[src/g7pd_pkg.sv]
`timescale 1ns / 1ps
// shared constants and result type for the group-of-seven packet decoder
package g7pd_pkg;

	localparam int unsigned POS_W   = 11;
	localparam int unsigned COUNT_W = 10;

	localparam logic [POS_W-1:0] HEADER_LEN  = 11'd7;
	localparam logic [POS_W-1:0] ODD_CNT_POS = 11'd5;
	localparam logic [POS_W-1:0] GRP_CNT_POS = 11'd6;
	localparam logic [POS_W-1:0] ODD_MSB_POS = 11'd7;
	localparam logic [POS_W-1:0] FIRST_ODD   = 11'd8;
	localparam logic [POS_W-1:0] POS_MAX     = 11'd2047;

	localparam logic [7:0] LOW7_MASK = 8'h7f;
	localparam logic [7:0] EVEN_MASK = 8'h55;
	localparam logic [6:0] ODD_LIMIT = 7'd6;

	typedef struct packed {
		logic [7:0]         data_byte;
		logic               is_status;
		logic               checksum_ok;
		logic               format_error;
		logic [COUNT_W-1:0] data_count;
	} result_t;

endpackage

[src/g7pd_decode.sv]
`timescale 1ns / 1ps
// packet state and single-pass decode of one byte
module g7pd_decode (
	input  logic              clk,
	input  logic              arst_n,
	input  logic              step,
	input  logic [7:0]        byte_in,
	input  logic              start_in,
	output logic              res_valid,
	output g7pd_pkg::result_t res
);
	import g7pd_pkg::*;

	logic [POS_W-1:0]   pos_q;
	logic [6:0]         odd_q;
	logic [6:0]         grp_q;
	logic [7:0]         odd_msb_q;
	logic [7:0]         grp_msb_q;
	logic [7:0]         cks_q;
	logic [7:0]         even_q;
	logic [COUNT_W-1:0] done_q;

	// state as seen by this byte: a start clears everything first
	logic [POS_W-1:0]   pos;
	logic [6:0]         odd;
	logic [6:0]         grp;
	logic [7:0]         odd_msb;
	logic [7:0]         grp_msb;
	logic [7:0]         cks;
	logic [7:0]         even;
	logic [COUNT_W-1:0] done;

	logic [6:0]         odd_n;
	logic [6:0]         grp_n;
	logic [7:0]         odd_msb_n;
	logic [7:0]         grp_msb_n;
	logic [7:0]         cks_n;
	logic [7:0]         even_n;
	logic [COUNT_W-1:0] done_n;

	logic [POS_W-1:0]   gstart;
	logic [POS_W-1:0]   chk;
	logic [POS_W-1:0]   odd_k;
	logic [2:0]         grp_j;
	logic [7:0]         rebuilt;
	logic [7:0]         received;
	logic               emit;

	assign pos     = start_in ? '0 : pos_q;
	assign odd     = start_in ? '0 : odd_q;
	assign grp     = start_in ? '0 : grp_q;
	assign odd_msb = start_in ? '0 : odd_msb_q;
	assign grp_msb = start_in ? '0 : grp_msb_q;
	assign cks     = start_in ? '0 : cks_q;
	assign even    = start_in ? '0 : even_q;
	assign done    = start_in ? '0 : done_q;

	assign gstart   = HEADER_LEN + POS_W'(odd) + POS_W'(odd != '0);
	assign chk      = gstart + {1'b0, grp, 3'b000};
	assign odd_k    = pos - FIRST_ODD;
	assign grp_j    = 3'(pos - gstart);
	assign received = even | 8'((byte_in & EVEN_MASK) << 1);

	always_comb begin
		odd_n     = odd;
		grp_n     = grp;
		odd_msb_n = odd_msb;
		grp_msb_n = grp_msb;
		cks_n     = cks;
		even_n    = even;
		done_n    = done;
		emit      = 1'b0;
		rebuilt   = {1'b0, byte_in[6:0]};
		res_valid = 1'b0;
		res       = '0;
		if (pos < HEADER_LEN) begin
			cks_n = cks ^ byte_in;
			if (pos == ODD_CNT_POS) begin
				odd_n = byte_in[6:0];
			end else if (pos == GRP_CNT_POS) begin
				grp_n = byte_in[6:0];
			end
		end else if (odd != '0 && pos == ODD_MSB_POS) begin
			odd_msb_n = byte_in;
		end else if (pos < gstart) begin
			// odd bytes past the seventh have no msb source
			if (odd_k <= POS_W'(ODD_LIMIT)) begin
				rebuilt[7] = odd_msb[3'd6 - odd_k[2:0]];
			end
			emit = 1'b1;
		end else if (pos < chk) begin
			if (grp_j == 3'd0) begin
				grp_msb_n = byte_in;
			end else begin
				rebuilt[7] = grp_msb[3'd7 - grp_j];
				emit       = 1'b1;
			end
		end else if (pos == chk) begin
			even_n = byte_in & EVEN_MASK;
		end else if (pos == chk + 11'd1) begin
			res_valid        = 1'b1;
			res.is_status    = 1'b1;
			res.checksum_ok  = (received == cks);
			res.format_error = (odd > ODD_LIMIT);
			res.data_count   = done;
		end
		if (emit) begin
			cks_n         = cks ^ rebuilt;
			done_n        = done + 10'd1;
			res_valid     = 1'b1;
			res.data_byte = rebuilt;
		end
	end

	always_ff @(posedge clk or negedge arst_n) begin
		if (!arst_n) begin
			pos_q     <= '0;
			odd_q     <= '0;
			grp_q     <= '0;
			odd_msb_q <= '0;
			grp_msb_q <= '0;
			cks_q     <= '0;
			even_q    <= '0;
			done_q    <= '0;
		end else if (step) begin
			pos_q     <= (pos == POS_MAX) ? pos : pos + 11'd1;
			odd_q     <= odd_n;
			grp_q     <= grp_n;
			odd_msb_q <= odd_msb_n;
			grp_msb_q <= grp_msb_n;
			cks_q     <= cks_n;
			even_q    <= even_n;
			done_q    <= done_n;
		end
	end

`ifndef SYNTH
	a_pos_advance: assert property (@(posedge clk) disable iff (!arst_n)
		step && !start_in && pos_q != POS_MAX |=> pos_q == $past(pos_q) + 11'd1)
		else $error("byte position did not advance");

	a_data_clean: assert property (@(posedge clk) disable iff (!arst_n)
		res_valid && !res.is_status |->
			!res.checksum_ok && !res.format_error && res.data_count == '0)
		else $error("data result carries status fields");

	a_count_data: assert property (@(posedge clk) disable iff (!arst_n)
		step && res_valid && !res.is_status |=> done_q == $past(done) + 10'd1)
		else $error("data count missed a data byte");
`endif

endmodule

[src/g7pd_result_reg.sv]
`timescale 1ns / 1ps
// output register holding one result until its transfer
module g7pd_result_reg (
	input  logic              clk,
	input  logic              arst_n,
	input  logic              load_valid,
	input  g7pd_pkg::result_t load_res,
	output logic              ready,
	output logic              out_valid,
	input  logic              out_stall,
	output g7pd_pkg::result_t out_res
);
	import g7pd_pkg::*;

	logic    valid_q;
	result_t res_q;

	assign ready     = !valid_q || !out_stall;
	assign out_valid = valid_q;
	assign out_res   = res_q;

	always_ff @(posedge clk or negedge arst_n) begin
		if (!arst_n) begin
			valid_q <= 1'b0;
		end else if (ready) begin
			valid_q <= load_valid;
		end
	end

	always_ff @(posedge clk) begin
		if (ready && load_valid) begin
			res_q <= load_res;
		end
	end

endmodule

[src/group_of_seven_packet_decoder_core.sv]
`timescale 1ns / 1ps
// top level of the group-of-seven packet decoder
//
//  channel  direction  handshake          payload
//  in       input      in_valid/in_stall  packet_byte, start_req
//  out      output     out_valid/out_stall data_byte, is_status, checksum_ok,
//                                          format_error, data_count
//
// one byte per cycle while the output is not stalled; a byte is held in the input
// register, then decoded into the output register, from which its result is offered
// reset clears the decoder so the first byte is taken as the first header byte
// a stalled output holds its result while one more byte waits in the input register
module group_of_seven_packet_decoder_core (
	input  logic                            clk,
	input  logic                            arst_n,
	input  logic                            in_valid,
	output logic                            in_stall,
	input  logic [7:0]                      packet_byte,
	input  logic                            start_req,
	output logic                            out_valid,
	input  logic                            out_stall,
	output logic [7:0]                      data_byte,
	output logic                            is_status,
	output logic                            checksum_ok,
	output logic                            format_error,
	output logic [g7pd_pkg::COUNT_W-1:0]    data_count
);
	import g7pd_pkg::*;

	logic       valid_s1;
	logic [7:0] byte_s1;
	logic       start_s1;
	logic       out_ready;
	logic       step;
	logic       res_valid;
	result_t    res;
	result_t    out_res;

	assign in_stall = valid_s1 && !out_ready;
	assign step     = valid_s1 && out_ready;

	always_ff @(posedge clk or negedge arst_n) begin
		if (!arst_n) begin
			valid_s1 <= 1'b0;
		end else if (!in_stall) begin
			valid_s1 <= in_valid;
		end
	end

	always_ff @(posedge clk) begin
		if (!in_stall && in_valid) begin
			byte_s1  <= packet_byte;
			start_s1 <= start_req;
		end
	end

	g7pd_decode u_decode (
		.clk       (clk),
		.arst_n    (arst_n),
		.step      (step),
		.byte_in   (byte_s1),
		.start_in  (start_s1),
		.res_valid (res_valid),
		.res       (res)
	);

	g7pd_result_reg u_result (
		.clk        (clk),
		.arst_n     (arst_n),
		.load_valid (step && res_valid),
		.load_res   (res),
		.ready      (out_ready),
		.out_valid  (out_valid),
		.out_stall  (out_stall),
		.out_res    (out_res)
	);

	assign data_byte    = out_res.data_byte;
	assign is_status    = out_res.is_status;
	assign checksum_ok  = out_res.checksum_ok;
	assign format_error = out_res.format_error;
	assign data_count   = out_res.data_count;

endmodule
[config.mk]
export PLATFORM = sky130hd
export DESIGN_NAME = group_of_seven_packet_decoder_core
export DESIGN_NICKNAME = d
export VERILOG_FILES = /design/src/g7pd_pkg.sv /design/src/g7pd_decode.sv /design/src/g7pd_result_reg.sv /design/src/group_of_seven_packet_decoder_core.sv
export SDC_FILE = /design/constraint.sdc
export NUM_CORES = 1
export LEC_CHECK = 0
export CAP_MARGIN = 10
export CORE_MARGIN = 4
export CORE_UTILIZATION = 45
export DETAILED_ROUTE_END_ITERATION = 7
export DONT_BUFFER_PORTS = 1
export MAX_ROUTING_LAYER = met4
export PLACE_DENSITY = 0.64
export SETUP_SLACK_MARGIN = 0.1
export SLEW_MARGIN = 20
export SYNTH_ARGS = -nofsm -noshare
export SYNTH_HDL_FRONTEND = slang
export SYNTH_SLANG_ARGS = --single-unit
[constraint.sdc]
create_clock -name clk -period 5.8 [get_ports clk]
set_input_delay 0.58 -clock clk [delete_from_list [all_inputs] [get_ports clk]]
set_output_delay 0.58 -clock clk [all_outputs]
set_load 0.01 [all_outputs]
==> reports/summary.log <==
INFO  run_status     status=finished clean
INFO  routing        drt_pre_antenna_iters=5
INFO  floorplan      dieArea=15530um^2
INFO  floorplan      core.rowCount=42
INFO  finish         design.final.nets=669
INFO  clocking       cts.sinks=99
INFO  finish         top_library_cells_by_usage_in_the_layout_fill_and_taps_aside=dfrtp_1 (69), nand2_1 (65), nor2_1 (40)
INFO  finish         post-route-cell-area=6789um^2
INFO  sta            layout_worst_path_cycle_share=90.29%
INFO  finish         fillCellCount=1196
INFO  grt            grt_first_pass_wirelength=24870um
INFO  sta            worst_clock_skew=0.009425ns
INFO  placement      detailedPlacementHpwl=11150um
INFO  floorplan      initial_core_utilization=46.02%
INFO  finish         final_layout_size_suffix_gt1_share=11.00%
INFO  worst_setup_path critical_r2r_capture=u_result.out_res[8]
INFO  floorplan      number_of_primary_i_o_pins=36
INFO  sta            min_period=5.237ns
INFO  clocking       clock_tree_from_tritoncts=done
INFO  synthesis      ys.flop_type=dfrtp_1
INFO  synthesis      synth_warnings=0
INFO  synthesis      seq_area_frac_synth=42.94%
INFO  synthesis      synth_area_per_cell=9.949um^2
INFO  clocking       clock_buffer_count_from_cts=9
INFO  power_and_ir_drop cellInternalPower=1654uW
INFO  floorplan      die_extent_in_y=124.6um
INFO  clocking       cts-root-to-sink-buffers=2
INFO  routing        dr_total_vias=4805
INFO  floorplan      core_area=13300um^2
INFO  synthesis      synth_seq_cells=99
INFO  routing        postRouteWirelength=15150um
INFO  sta            final-hold-violation-count=0
INFO  clocking       ctsHtreeMaxLevel=3
INFO  worst_setup_path arr_time_crit_path=5.30ns
INFO  sta            worst_pin_slew=0.8435ns
INFO  placement      placed_cell_area=6366um^2
INFO  worst_setup_path crit_path_frequent_cell=ha_1
INFO  placement      gp_congestion=0.8634
INFO  finish         num_antenna_cells=0
INFO  routing        initialDrtViolationCount=530
INFO  power_and_ir_drop fraction_of_power_consumed_by_sequential_logic=35.9%
INFO  worst_setup_path path_max_fanout=7
INFO  worst_setup_path cp_data_required_time=5.87ns
INFO  sta            worst_slew_margin_rel=43.34%
INFO  synthesis      synth_edf_count=30
INFO  clocking       insertion_delay=0.36ns
INFO  grt            grt_start_max_net_pins=70
INFO  placement      port_buffers=0
INFO  worst_setup_path timing_worst_setup_path_type=register to register
INFO  grt            grt_pass1_vias=4762
INFO  power_and_ir_drop power.density_cell_area=386.8nW/um^2
INFO  power_and_ir_drop power_frac_clock=25.7%
INFO  sta            final.setup.tns=0ns
INFO  power_and_ir_drop worst_ir_drop_vdd=0.0002856V
INFO  grt            grt.total_usage=20.32%
INFO  power_and_ir_drop p_sw_share=37.00%
INFO  routing        wire_per_inst=18.87um
INFO  worst_setup_path worst_setup_path_start_kind=register
INFO  worst_setup_path worstSetupEndpointType=register
INFO  grt            grt_antenna_before_repair=0
INFO  synthesis      synth_cell_type_count=73
INFO  routing        antenna_violating_nets_post_route=0
INFO  routing        vias_per_cell=5.984
INFO  sta            max_freq=0.1910GHz
INFO  worst_setup_path crit_chain=nor4_2, buf_4, a21o_1, ha_1, a21oi_1, nand2_1, and2_1, ha_1, inv_1, fa_1, nor2b_2, o22ai_1, xnor2_2, inv_1, ha_1, nand3_1, nor3_2, o21ai_1, o211ai_1, o2111ai_1, or4b_4, a21oi_2, buf_4
INFO  sta            final_max_slew_viol_count=0
INFO  power_and_ir_drop total_switching_power=971.5uW
INFO  synthesis      synth_async_sr_flop_share=69.70%
INFO  synthesis      synth_fp_nets=662
INFO  worst_setup_path worst_r2r_startpoint=u_decode.odd_q[3]
INFO  synthesis      postSynthCellCount=615
INFO  run            maxCapViolCount=0
INFO  worst_setup_path r2r.worst_path.cells=23
INFO  grt            gr_overflow_total=0
INFO  finish         areaGrowthSynthToFinish=10.96%
INFO  clocking       clkTransAtPathRegs=0.08ns
INFO  worst_setup_path ff2ff_setup_slack=0.56ns
INFO  synthesis      syn_area=6118um^2
INFO  worst_setup_path cp_top_family=simple AND/OR/NAND/NOR gates
INFO  sta            setup_viol=0
INFO  worst_setup_path cp_num_buf_inv=4
INFO  finish         layout.cells.most_common=dfrtp_1
INFO  min_path       min_path_type=input port to asynchronous set/reset pin
INFO  worst_setup_path worst_path_max_delay_cell=or4b_4
INFO  power_and_ir_drop p_leak=0.002916uW
INFO  sta            rsz0062_at_grt=no
INFO  floorplan      die-width=124.6um
INFO  routing        post_route_drc=0
INFO  worst_setup_path timing.critical_path.slowest_cell_delay=0.53ns
INFO  clocking       clockRootBuffer=clkbuf_16
INFO  power_and_ir_drop pwr-share-comb=38.3%
==> cells in the mapped netlist, drive strengths merged (3+ instances only) <==
library cell / count / area, um^2
dfrtp: 69 / 1727
or2: 4 / 25.03
o2111ai: 3 / 26.28
nand4b: 3 / 26.28
nor4: 5 / 31.28
or4: 3 / 22.52
a22o: 33 / 289.0
clkbuf: 15 / 56.30
or3: 4 / 25.02
o21ai: 27 / 135.1
nand2b: 7 / 43.79
nor3b: 11 / 112.6
buf: 6 / 41.28
nand2: 65 / 244.0
nand4: 9 / 56.30
o211ai: 4 / 30.03
xnor2: 24 / 217.7
xor2: 21 / 183.9
and3: 16 / 100.1
nor2: 40 / 150.1
edfxtp: 30 / 900.9
a2111oi: 6 / 58.80
o22ai: 3 / 18.77
ha: 32 / 400.4
mux2i: 3 / 30.03
a21oi: 22 / 117.6
nand3: 19 / 95.09
nor3: 14 / 70.07
inv: 35 / 131.4
a211oi: 3 / 22.52
nor2b: 19 / 121.4
mux4: 4 / 90.09
and2: 11 / 68.82
a21o: 4 / 30.03
==> metal layers <==
layer / vias up / share of wire, % / track usage (%)
met5: - / 0 / -
met4: 0 / 0.94 / 5.609
met3: 13 / 7.0 / 4.545
met2: 203 / 46 / 30.34
met1: 2341 / 46 / 28.06
li1: 2248 / - / -
==> power groups by stage <==
stage,sequential [uW],clock [uW],combinational [uW]
final,944,675,1010
after global routing,956,714,1110
after floorplan,908,0,757
after global placement,949,0,948
after detailed placement,954,0,959
after CTS,940,686,978
==> layout make-up <==
type	instances	area, um^2	share of cell area [%]
sequential	99	2628	38.70
inverter	35	131.4	1.935
clock inverter	7	118.9	1.751
tap	176	220.2	3.244
timing repair buffer	17	160.2	2.359
multi-input combinational	460	3306	48.69
clock buffer	9	225.2	3.317
==> state kept, by name, summed over array words and instances, names as in the netlist <==
register / cells
u_decode.cks_q: 8
start_s1: 1
u_decode.odd_q: 7
u_decode.done_q: 10
u_decode.grp_msb_q: 8
u_result.out_valid: 1
u_decode.pos_q: 11
u_result.out_res: 21
u_decode.odd_msb_q: 8
valid_s1: 1
u_decode.even_q: 8
byte_s1: 8
u_decode.grp_q: 7
==> through the flow <==
| stage | instances | util [%] | power [uW] | hold slack [ns] | setup WS [ns] |
|---|---|---|---|---|---|
| global route | 803 | 51.06 | 2785 | 0.1147 | 0.1252 |
| floorplan | 615 | - | 1665 | 0.2844 | 0.1886 |
| detailed placement | 785 | 47.88 | 1913 | 0.2865 | 0.2056 |
| global placement | 785 | 47.88 | 1897 | 0.2865 | 0.2722 |
| finish | 803 | 51.06 | 2626 | 0.09526 | 0.5631 |
| CTS | 802 | 50.68 | 2604 | 0.1104 | 0.1864 |
==> timing repair <==
item | 4_1_cts | 5_1_grt
gates resized for setup | 0 | 13
setup buffers | 0 | 1
hold buffers | 1 | 0
endpoints found under the hold margin | 69 | 0
setup endpoints to repair | 0 | 69
==> cells by family (layout without fill, tap and decap cells) <==
logic type	count (synthesis)	in the layout	share of synthesized area, %
muxes	8	8	2.147
adders and majority gates	34	34	7.198
xor gates and xnor gates	47	47	7.301
and+or+nand+nor	239	239	20.90
AOI/OAI and AO/OA	132	132	15.77
DFF	99	99	42.94
buffers and inverters	56	68	3.742
==> worst max-delay path by stage <==
stage                                     end  cells after the start  slack [ns]         startpoint
after floorplan           u_result.out_res[0]                     25        0.19           start_s1
after global placement     u_decode.even_q[3]                     25        0.27  u_decode.odd_q[3]
after detailed placement   u_decode.even_q[4]                     26        0.21  u_decode.odd_q[3]
after CTS                  u_decode.even_q[4]                     26        0.19  u_decode.odd_q[3]
after global routing      u_result.out_res[8]                     24        0.13  u_decode.odd_q[3]
final                     u_result.out_res[8]                     23        0.56  u_decode.odd_q[3]
Note: power is estimated with default switching activity, not from simulation.
